## src/rtl/dfsa_pkg.sv

```systemverilog
`timescale 1ns / 1ps
package dfsa_pkg;
  localparam int NumSlots = 256;
  localparam int ParkDepth = 16;
  localparam int NumQueues = 3;
  localparam int TokenWidth = 32;
  localparam int SlotW = $clog2(NumSlots);
  localparam int ParkW = (ParkDepth > 1) ? $clog2(ParkDepth) : 1;
  localparam int WordW = 32;
  localparam int NumWords = NumSlots / WordW;
  localparam int WordIdxW = (NumWords > 1) ? $clog2(NumWords) : 1;
  localparam int BitIdxW = $clog2(WordW);

  localparam logic [1:0] StatusDone = 2'd0;
  localparam logic [1:0] StatusDeferred = 2'd1;
  localparam logic [1:0] StatusNoSlots = 2'd2;
  localparam logic [1:0] StatusParkFull = 2'd3;

  typedef struct packed {
    logic        mode;
    logic [7:0]  slot;
    logic [31:0] submitted_q0;
    logic [31:0] submitted_q1;
    logic [31:0] submitted_q2;
    logic [31:0] completed_q0;
    logic [31:0] completed_q1;
    logic [31:0] completed_q2;
  } in_item_t;

  typedef struct packed {
    logic [7:0] slot_out;
    logic [1:0] status;
  } out_item_t;

  typedef logic [NumQueues*TokenWidth-1:0] tokens_t;

  function automatic logic tokens_done(input tokens_t tok, input tokens_t done);
    logic ok;
    ok = 1'b1;
    for (int q = 0; q < NumQueues; q++) begin
      if (tok[q*TokenWidth +: TokenWidth] != '0 &&
          tok[q*TokenWidth +: TokenWidth] > done[q*TokenWidth +: TokenWidth]) begin
        ok = 1'b0;
      end
    end
    return ok;
  endfunction
endpackage

```

## src/rtl/deferred_free_slot_allocator.sv

```systemverilog
`timescale 1ns / 1ps
// Retire: if the tokens are done (or tracking is off), the free map word is read, set and
// written back; else the slot is parked or park full is reported. StFinish sets out_valid_o.
// Allocate: each park entry passes StPRead and StPCheck, and each entry freed also StPSet;
// then StScan examines the 32-bit free map words in turn; StFinish sets out_valid_o.
// One item is in work at a time; the next item is taken once the result register is empty.
// Reset clears the control state and the park valid bits; the free map is cleared by a pass of
// one word per cycle over its eight words after reset, during which no item is accepted.
module deferred_free_slot_allocator (
  input  logic                 clk_i,
  input  logic                 rst_ni,
  input  logic                 cfg_we_i,
  input  logic                 cfg_wdata_i,
  input  logic                 in_valid_i,
  output logic                 in_stall_o,
  input  dfsa_pkg::in_item_t   in_item_i,
  output logic                 out_valid_o,
  input  logic                 out_stall_i,
  output dfsa_pkg::out_item_t  out_item_o
);
  import dfsa_pkg::*;

  typedef enum logic [7:0] {
    StClear  = 8'b0000_0001,
    StIdle   = 8'b0000_0010,
    StPRead  = 8'b0000_0100,
    StPCheck = 8'b0000_1000,
    StPSet   = 8'b0001_0000,
    StScan   = 8'b0010_0000,
    StRetire = 8'b0100_0000,
    StFinish = 8'b1000_0000
  } state_e;

  state_e state_q, state_d;
  logic track_q;

  logic [WordW-1:0] fmem [NumWords];
  logic [WordW-1:0] frd_q;
  logic             fre, fwe;
  logic [WordIdxW-1:0] fra, fwa;
  logic [WordW-1:0] fwd;

  logic [SlotW-1:0] pslot_mem [ParkDepth];
  tokens_t          ptok_mem  [ParkDepth];
  logic [SlotW-1:0] pslot_q;
  tokens_t          ptok_q;
  logic             pwe;
  logic [ParkW-1:0] pwa, pra;
  logic [ParkDepth-1:0] pvalid_q, pvalid_d;

  in_item_t  item_q;
  tokens_t   sub_w, done_w;
  logic [ParkW:0] pidx_q, pidx_d;
  logic [WordIdxW:0] widx_q, widx_d;
  logic [SlotW:0] fresh_q, fresh_d;
  logic [SlotW-1:0] res_slot_q, res_slot_d;
  logic [1:0] res_st_q, res_st_d;
  logic oval_q, oval_d;
  logic accept;
  logic [BitIdxW-1:0] lowbit;
  logic anybit;
  logic [ParkW-1:0] freeidx;
  logic anyfree;

  assign sub_w  = {item_q.submitted_q2, item_q.submitted_q1, item_q.submitted_q0};
  assign done_w = {item_q.completed_q2, item_q.completed_q1, item_q.completed_q0};

  assign in_stall_o  = !(state_q == StIdle) || oval_q;
  assign accept      = in_valid_i && !in_stall_o;
  assign out_valid_o = oval_q;
  assign out_item_o.slot_out = 8'(res_slot_q);
  assign out_item_o.status   = res_st_q;

  always_comb begin
    lowbit = '0;
    anybit = 1'b0;
    for (int b = WordW - 1; b >= 0; b--) begin
      if (frd_q[b]) begin
        lowbit = BitIdxW'(b);
        anybit = 1'b1;
      end
    end
    freeidx = '0;
    anyfree = 1'b0;
    for (int p = ParkDepth - 1; p >= 0; p--) begin
      if (!pvalid_q[p]) begin
        freeidx = ParkW'(p);
        anyfree = 1'b1;
      end
    end
  end

  always_comb begin
    state_d = state_q;
    pvalid_d = pvalid_q;
    pidx_d = pidx_q;
    widx_d = widx_q;
    fresh_d = fresh_q;
    res_slot_d = res_slot_q;
    res_st_d = res_st_q;
    oval_d = oval_q && out_stall_i;
    fre = 1'b0;
    fra = '0;
    fwe = 1'b0;
    fwa = '0;
    fwd = frd_q;
    pwe = 1'b0;
    pwa = freeidx;
    pra = pidx_q[ParkW-1:0];
    unique case (state_q)
      StClear: begin
        fwe = 1'b1;
        fwa = widx_q[WordIdxW-1:0];
        fwd = '0;
        widx_d = widx_q + 1'b1;
        if (widx_q == (WordIdxW+1)'(NumWords - 1)) begin
          state_d = StIdle;
        end
      end
      StIdle: begin
        if (accept) begin
          pidx_d = '0;
          widx_d = '0;
          res_slot_d = '0;
          res_st_d = StatusDone;
          state_d = in_item_i.mode ? StRetire : StPRead;
          fre = in_item_i.mode;
          fra = WordIdxW'(in_item_i.slot[SlotW-1:0] >> BitIdxW);
        end
      end
      StRetire: begin
        if (!track_q || tokens_done(sub_w, done_w)) begin
          fwe = 1'b1;
          fwa = WordIdxW'(item_q.slot[SlotW-1:0] >> BitIdxW);
          fwd = frd_q | (WordW'(1) << item_q.slot[BitIdxW-1:0]);
        end else if (anyfree) begin
          pwe = 1'b1;
          pvalid_d[freeidx] = 1'b1;
          res_st_d = StatusDeferred;
        end else begin
          res_st_d = StatusParkFull;
        end
        state_d = StFinish;
      end
      StPRead: begin
        state_d = StPCheck;
      end
      StPCheck: begin
        if (pvalid_q[pidx_q[ParkW-1:0]] && (!track_q || tokens_done(ptok_q, done_w))) begin
          pvalid_d[pidx_q[ParkW-1:0]] = 1'b0;
          fre = 1'b1;
          fra = WordIdxW'(pslot_q >> BitIdxW);
          state_d = StPSet;
        end else begin
          pidx_d = pidx_q + 1'b1;
          if (pidx_q == (ParkW+1)'(ParkDepth - 1)) begin
            state_d = StScan;
            fre = 1'b1;
            fra = '0;
          end else begin
            state_d = StPRead;
          end
        end
      end
      StPSet: begin
        fwe = 1'b1;
        fwa = WordIdxW'(pslot_q >> BitIdxW);
        fwd = frd_q | (WordW'(1) << pslot_q[BitIdxW-1:0]);
        pidx_d = pidx_q + 1'b1;
        if (pidx_q == (ParkW+1)'(ParkDepth - 1)) begin
          state_d = StScan;
          fre = 1'b1;
          fra = '0;
        end else begin
          state_d = StPRead;
        end
      end
      StScan: begin
        if (anybit) begin
          fwe = 1'b1;
          fwa = widx_q[WordIdxW-1:0];
          fwd = frd_q & ~(WordW'(1) << lowbit);
          res_slot_d = SlotW'({widx_q[WordIdxW-1:0], lowbit});
          state_d = StFinish;
        end else if (widx_q == (WordIdxW+1)'(NumWords - 1)) begin
          if (fresh_q < (SlotW+1)'(NumSlots)) begin
            res_slot_d = fresh_q[SlotW-1:0];
            fresh_d = fresh_q + 1'b1;
          end else begin
            res_st_d = StatusNoSlots;
          end
          state_d = StFinish;
        end else begin
          widx_d = widx_q + 1'b1;
          fre = 1'b1;
          fra = widx_q[WordIdxW-1:0] + 1'b1;
        end
      end
      StFinish: begin
        oval_d = 1'b1;
        state_d = StIdle;
      end
      default: state_d = StIdle;
    endcase
  end

  always_ff @(posedge clk_i) begin
    if (fwe) begin
      fmem[fwa] <= fwd;
    end
    if (fre) begin
      if (fwe && (fwa == fra)) begin
        frd_q <= fwd;
      end else begin
        frd_q <= fmem[fra];
      end
    end
    if (pwe) begin
      pslot_mem[pwa] <= item_q.slot[SlotW-1:0];
      ptok_mem[pwa]  <= sub_w;
    end
    pslot_q <= pslot_mem[pra];
    ptok_q  <= ptok_mem[pra];
    if (accept) begin
      item_q <= in_item_i;
    end
    res_slot_q <= res_slot_d;
    res_st_q <= res_st_d;
  end

  always_ff @(posedge clk_i or negedge rst_ni) begin
    if (!rst_ni) begin
      state_q <= StClear;
      track_q <= 1'b1;
      pvalid_q <= '0;
      pidx_q <= '0;
      widx_q <= '0;
      fresh_q <= '0;
      oval_q <= 1'b0;
    end else begin
      state_q <= state_d;
      if (cfg_we_i) begin
        track_q <= cfg_wdata_i;
      end
      pvalid_q <= pvalid_d;
      pidx_q <= pidx_d;
      widx_q <= widx_d;
      fresh_q <= fresh_d;
      oval_q <= oval_d;
    end
  end
endmodule

```

## config.mk

```make
export PLATFORM = sky130hd
export DESIGN_NAME = deferred_free_slot_allocator
export DESIGN_NICKNAME = d
export VERILOG_FILES = /design/src/rtl/dfsa_pkg.sv /design/src/rtl/deferred_free_slot_allocator.sv
export SDC_FILE = /design/constraint.sdc
export NUM_CORES = 2
export LEC_CHECK = 0
export BUFFER_PORTS_ARGS = -buffer_cell sky130_fd_sc_hd__buf_4
export CAP_MARGIN = 20
export CORE_UTILIZATION = 37
export DETAILED_ROUTE_END_ITERATION = 16
export PLACE_DENSITY_LB_ADDON = 0.05
export SETUP_SLACK_MARGIN = 0.3
export SYNTH_ARGS = -nofsm -noshare
export SYNTH_HDL_FRONTEND = slang
export SYNTH_SLANG_ARGS = --single-unit
```

## constraint.sdc

```tcl
create_clock -name clk_i -period 18.6 [get_ports clk_i]
set_clock_uncertainty 0.1 [all_clocks]
set_input_delay 0.93 -clock clk_i [delete_from_list [all_inputs] [get_ports clk_i]]
set_output_delay 0.93 -clock clk_i [all_outputs]
set_load 0.03 [all_outputs]
```

# Word level (Yosys, flattened, before mapping)

Memory sizes are Yosys's and may differ from the RTL's. A register that Yosys moved wholly into a read port is not among the register bits.
Index checks and enable logic that the tools add are counted.

Register bits after elaboration: 254
RAM bits: 1920
Input bits: 207
Memories kept: 3

Memories:

| memory    | depth | width | read ports | clocked after Yosys merged registers in | wr ports | RTL line                           | RTL |
|---|---|---|---|---|---|---|---|
| ptok_mem  | 16    | 96    | 1          | 1                                       | 1        | deferred_free_slot_allocator.sv:44 | `tokens_t ptok_mem [ParkDepth];` |
| fmem      | 8     | 32    | 1          | 1                                       | 1        | deferred_free_slot_allocator.sv:37 | `logic [WordW-1:0] fmem [NumWords];` |
| pslot_mem | 16    | 8     | 1          | 1                                       | 1        | deferred_free_slot_allocator.sv:43 | `logic [SlotW-1:0] pslot_mem [ParkDepth];` |

$add $sub $neg: 4
$lt $le $gt $ge: 11
Eq/ne operators: 22
Shift operators: 3
Mux-type cells: 169
Bitwise gates (word level): 8
Reductions and logical operators: 36

Operators with widths:

| operator                                                           | number |
|---|---|
| 32-bit greater-than comparator                                     | 6 |
| 32-bit nonzero test                                                | 6 |
| 5-bit 2-to-1 mux                                                   | 34 |
| 32-bit case mux with 4 select lines                                | 1 |
| 1-bit by 5-bit left shift with 32-bit output, first input constant | 3 |
| 4-bit 2-to-1 mux                                                   | 19 |
| 1-bit 2-to-1 mux                                                   | 74 |
| 32-bit 2-to-1 mux                                                  | 2 |
| 8-bit 2-to-1 mux                                                   | 8 |
| 32-bit bitwise OR                                                  | 2 |
| 8-bit case mux with 7 select lines                                 | 1 |
| 16-bit 2-to-1 mux                                                  | 3 |
| 32-bit bitwise AND                                                 | 1 |
| 32-bit inverter                                                    | 1 |
| 16-bit case mux with 2 select lines                                | 1 |
| 2-bit inequality test, second input constant                       | 10 |
| 3-bit 2-to-1 mux                                                   | 6 |
| 16-bit bitwise AND                                                 | 1 |
| 16-bit inverter                                                    | 1 |
| 16-bit bitwise OR                                                  | 1 |
| 8-bit case mux with 2 select lines                                 | 1 |
| 4-bit AND reduction                                                | 4 |
| 5-bit case mux with 3 select lines                                 | 1 |
| 2-bit 2-to-1 mux                                                   | 6 |
| other kinds (37)                                                   | 60 |

# Depth between registers and ports, before layout

Word-level depth: 37
Mapped depth: 15

# Worst setup path after synthesis

Ideal clock, no wire load.

Path type: reg-to-reg
From: reg item_q[124] in the netlist's numbering
To: mem pslot_mem[4][0] in the netlist's numbering, enable pin
Library setup time: 822 ps
Arrival time: 12387 ps
Path slack: 5291 ps
Stages on the path, launching flop included: 10
Path buffers: 0
Path through: edfxtp_1 ha_1 nand3_1 or4_1 nor4_1 o31a_1 nor3_1 o211ai_1 nand2_1 nor4_1

Word-level cells in the longest chain between the ends: 9
Elaborated cells between the ends (all ways): 10

RTL lines:

| item                                                                  | RTL line                            | RTL |
|---|---|---|
| from (decl)                                                           | deferred_free_slot_allocator.sv:51  | `in_item_t item_q;` |
| from (signal assigned)                                                | deferred_free_slot_allocator.sv:225 | `item_q <= in_item_i;` |
| 32-bit greater-than comparator or 32-bit nonzero test (tied branches) | dfsa_pkg.sv:42, dfsa_pkg.sv:41      |  |
| 1-bit logical AND (*)                                                 | dfsa_pkg.sv:41                      | `if (tok[q*TokenWidth +: TokenWidth] != '0 &&` |
| 1-bit 2-to-1 mux (*)                                                  | dfsa_pkg.sv:41                      |  |
| 1-bit 2-to-1 mux (*)                                                  | deferred_free_slot_allocator.sv:110 | `unique case (state_q)` |
| 1-bit logical OR (*)                                                  | deferred_free_slot_allocator.sv:132 | `if (!track_q \|\| tokens_done(sub_w, done_w)) begin` |
| 1-bit 2-to-1 mux (*)                                                  | deferred_free_slot_allocator.sv:132 |  |
| 1-bit 2-to-1 mux (*)                                                  | deferred_free_slot_allocator.sv:110 |  |
| 1-bit 2-to-1 mux (*)                                                  | deferred_free_slot_allocator.sv:218 | `if (pwe) begin` |
| 1-bit 2-to-1 mux (implied by the code) (*)                            | deferred_free_slot_allocator.sv:219 | `pslot_mem[pwa] <= item_q.slot[SlotW-1:0];` |
| to (decl)                                                             | deferred_free_slot_allocator.sv:43  |  |

Every way passes the cells marked *; elsewhere a longest branch is shown, timed or not. The select of a mux whose other input is x is not followed.

# Worst setup path after layout

From: reg item_q[191] in the netlist's numbering
To: mem ptok_mem[12][36] in the netlist's numbering, enable pin

Word-level cells in the longest chain between the ends: 11
Elaborated cells between the ends (all ways): 12

RTL lines:

| item                                                                  | RTL line                            | RTL |
|---|---|---|
| 32-bit greater-than comparator or 32-bit nonzero test (tied branches) | dfsa_pkg.sv:42, dfsa_pkg.sv:41      |  |
| 1-bit logical AND (*)                                                 | dfsa_pkg.sv:41                      |  |
| 1-bit 2-to-1 mux (*) (3 in series)                                    | dfsa_pkg.sv:41                      |  |
| 1-bit 2-to-1 mux (*)                                                  | deferred_free_slot_allocator.sv:110 |  |
| 1-bit logical OR (*)                                                  | deferred_free_slot_allocator.sv:132 |  |
| 1-bit 2-to-1 mux (*)                                                  | deferred_free_slot_allocator.sv:132 |  |
| 1-bit 2-to-1 mux (*)                                                  | deferred_free_slot_allocator.sv:110 |  |
| 1-bit 2-to-1 mux (*)                                                  | deferred_free_slot_allocator.sv:218 |  |
| 1-bit 2-to-1 mux (implied by the code) (*)                            | deferred_free_slot_allocator.sv:220 | `ptok_mem[pwa] <= sub_w;` |
| to (decl)                                                             | deferred_free_slot_allocator.sv:44  |  |

Marks and branches as above.

==> key figures <==
Clock network
  • Worst skew pair latency: 0.92 ns
  • CTS root buf: clkbuf_16
  • CTS tree: done
  • Clk buf depth: 4
  • Clock-pin slew on the worst setup and hold paths: around 0.060 ns
  • CTS Buf Count: around 280
  • CTS HTree Levels: 5
  • Total clock sinks: 2310

Finish
  • Layout area overhead: 16.08%
  • Share of cells above drive strength 1: between 20% and 30%
  • Layout net count: 5409

Timing
  • Max-slew violation total from the final report: 0
  • Setup violators final: 0
  • Hold violation total from the final report: 0
  • F_max: roughly 150 MHz
  • Slew headroom: 19.25%
  • Post-route setup TNS: 0 ns
  • Worst Max-Slew Pin Slew: 1.211 ns
  • Min Tclk post-route: about 6.8 ns
  • RSZ-0062 raised after global routing: no
  • Final hold slack: 0.08654 ns
  • Tcrit/Tclk final: between 30% and 40%

Min path
  • Min-Delay Path Class: in2reg

Floorplan
  • Die Y: roughly 500 um
  • Initial Util: 37.35%
  • Top Ports: about 220
  • Die area: 248500 um^2
  • Chip width: 498.5 um
  • Row count: approximately 180
  • Core region area: 244100 um^2

Worst setup path
  • WP data required: 19.01 ns
  • Critical path arrival: 7.17 ns
  • Crit start category: flip-flop
  • CP endpoint kind: flip-flop
  • WS Path Type: reg2reg
  • Critical path fanouts, max: 85

Placed design
  • Port bufs: approximately 220
  • Detailed placer's ending HPWL: 138.0 mm
  • Final GP Congestion: 0.8903

Run
  • Max Cap Viol: 0

Route
  • DRT Wirelength: around 250 mm
  • DRC: 0
  • Vias: 46280
  • Vias/cell: 5.506
  • Pre-Repair DR Iteration Count: 5
  • Starting DRT DRC Count: 3759
  • Antenna Nets Post-Route: 0
  • Routed WL per cell: 29.64 um

Power
  • Worst vdd ir: 0.1037 mV
  • Sw Share: 26.49%
  • Reg power frac: roughly half
  • Power per Cell Area: 130.5 nW/um^2
  • Sw power: 3.659 mW
  • Leakage power: 34.08 nW
  • Clock power frac: 36.9%
  • Total Power: 13.81 mW
  • Combinational Power Share: 14.2%
  • Cell internal pwr: roughly 10 mW

Synth
  • Mapped Area: 91190 um^2
  • Top_reg_cell synth: edfxtp_1
  • Mapped Cells: approximately 4600
  • Yosys warns: 0
  • Top-count cell post-synth: edfxtp_1
  • EDFF count, synth: 2162
  • Avg Synthesized Cell Area: between 15 and 20 um^2
  • Number of distinct library cells after synthesis: 87
  • Synth top area cells: edfxtp_1, mux4_2, ha_1
  • Post-Syn Nets: 4967
  • Synth cell count leaders: edfxtp_1, mux4_2, ha_1
  • Post-synthesis sequential area ratio: about three quarters
  • Leading area contributor after synthesis: edfxtp_1
  • Synth Register Bits: 2310
  • Post-synth ARST share: approximately 1.9%
  • Yosys top cell area share: 71.19%

GRT
  • Total GRT Usage: 20.01%
  • Vias in the first global route: about 48000
  • Global-route wire length before repair: between 300 and 400 mm
  • Initial antenna violation count: 12
  • Total grt overflow: 0
  • Pin count of the biggest net entering global routing: 124

Outcome
  • Status: complete, no violations
cell type report:
cell class	instances	area, um^2
sequential	2310	68120
clock inverter	91	728.2
tap	3202	4006
timing repair buffer	326	2613
inverter	152	578.1
fill	21170	138300
clock buffer	388	7749
antenna	3	7.507
multi-input combinational	1934	22060
worst max-delay path, stage by stage, from the launching register on:
cell,delay [ns]
edfxtp_1,0.63
ha_1,0.41
nand4_1,0.14
nor3_1,0.85
nand3_1,0.27
a21oi_1,0.30
o41ai_4,0.23
o211ai_1,0.45
nand2_1,0.38
nor2_1,0.23
nand3b_1,0.49
nor2_4,1.03
buf_12,0.66
path summary, 6_finish.rpt:
kind / endpoint / slack, ns / cells after the start / from
setup / recovery: ptok_mem[12][36]$_DFFE_PP_ / 11.84 / 12 / item_q[191]$_DFFE_PP_
hold / removal: item_q[129]$_DFFE_PP_ / 0.09 / 1 / in_item_i[129]
setup reg to reg: ptok_mem[12][36]$_DFFE_PP_ / 11.84 / 12 / item_q[191]$_DFFE_PP_
hold reg to reg: fresh_q[6]$_DFFE_PN0P_ / 0.40 / 1 / fresh_q[6]$_DFFE_PN0P_
max in group asynchronous: pidx_q[2]$_DFFE_PN0P_ / 17.41 / 2 / rst_ni
min in group asynchronous: fresh_q[2]$_DFFE_PN0P_ / 0.49 / 2 / rst_ni
through the flow:
stage          setup WS (ns)  area, um^2  std cells  util (%)
6_report               11.84      105900       8406     43.36
5_1_grt                11.34      105900       8405     43.36
4_1_cts                11.68      105800       8400     43.34
3_5_place_dp           11.78       97330       7920     39.87
3_3_place_gp           11.75       97300       7917     39.86
2_1_floorplan          5.291       91200       4561         -
layer usage:
metal	vias up	track usage (%)	share of wire (%)
met3	361	2.850	4.2
met1	24910	29.29	47
met5	-	0	0.016
met2	1100	31.58	47
li1	19910	-	-
met4	6	4.637	2.0
state kept, by name, summed over array words and instances (netlist names):
register,flops
pvalid_q,16
pidx_q,5
track_q,1
pslot_q,8
widx_q,4
pslot_mem,128
frd_q,32
res_st_q,2
state_q,8
item_q,104
out_valid_o,1
fresh_q,9
res_slot_q,8
done_w,96
ptok_mem,1536
fmem,256
ptok_q,96
logic make-up after synthesis:
kind of cell / Yosys count / share of synthesized area, %
xor gates and xnor gates: 11 / 0.1056
DFF: 2310 / 74.68
and+or+nand+nor: 599 / 3.308
buffers and inverters: 317 / 1.347
AOI/OAI and AO/OA: 509 / 3.832
muxes: 616 / 13.99
adders and majority gates: 199 / 2.730
power by group through the flow:
stage	sequential, mW	clock (mW)	combinational [mW]
2_1_floorplan	6.69	0	1.28
3_3_place_gp	6.88	0	1.98
3_5_place_dp	6.89	0	1.98
4_1_cts	6.78	5.24	1.98
5_1_grt	6.82	5.42	2.16
6_report	6.76	5.09	1.96
placed cells by master (no fill, tap or decap), types with 98 or more instances in the layout:
master / Yosys / routed
ha_1: 199 / 199
mux4_2: 524 / 524
o21ai_0: 98 / 98
nand2_1: 171 / 171
dfxtp_1: 104 / 104
edfxtp_1: 2162 / 2162
inv_1: 150 / 150
buf_4: 1 / 308
a21oi_1: 109 / 109
clkbuf_16: 0 / 285
what timing repair did:
item,4_1_cts,5_1_grt
hold endpoints to repair,42,0
endpoints found under the setup margin,0,0
hold buffers,1,0
gates resized for setup,0,0
buffers inserted,0,0
Note: power is estimated with default switching activity, not from simulation.
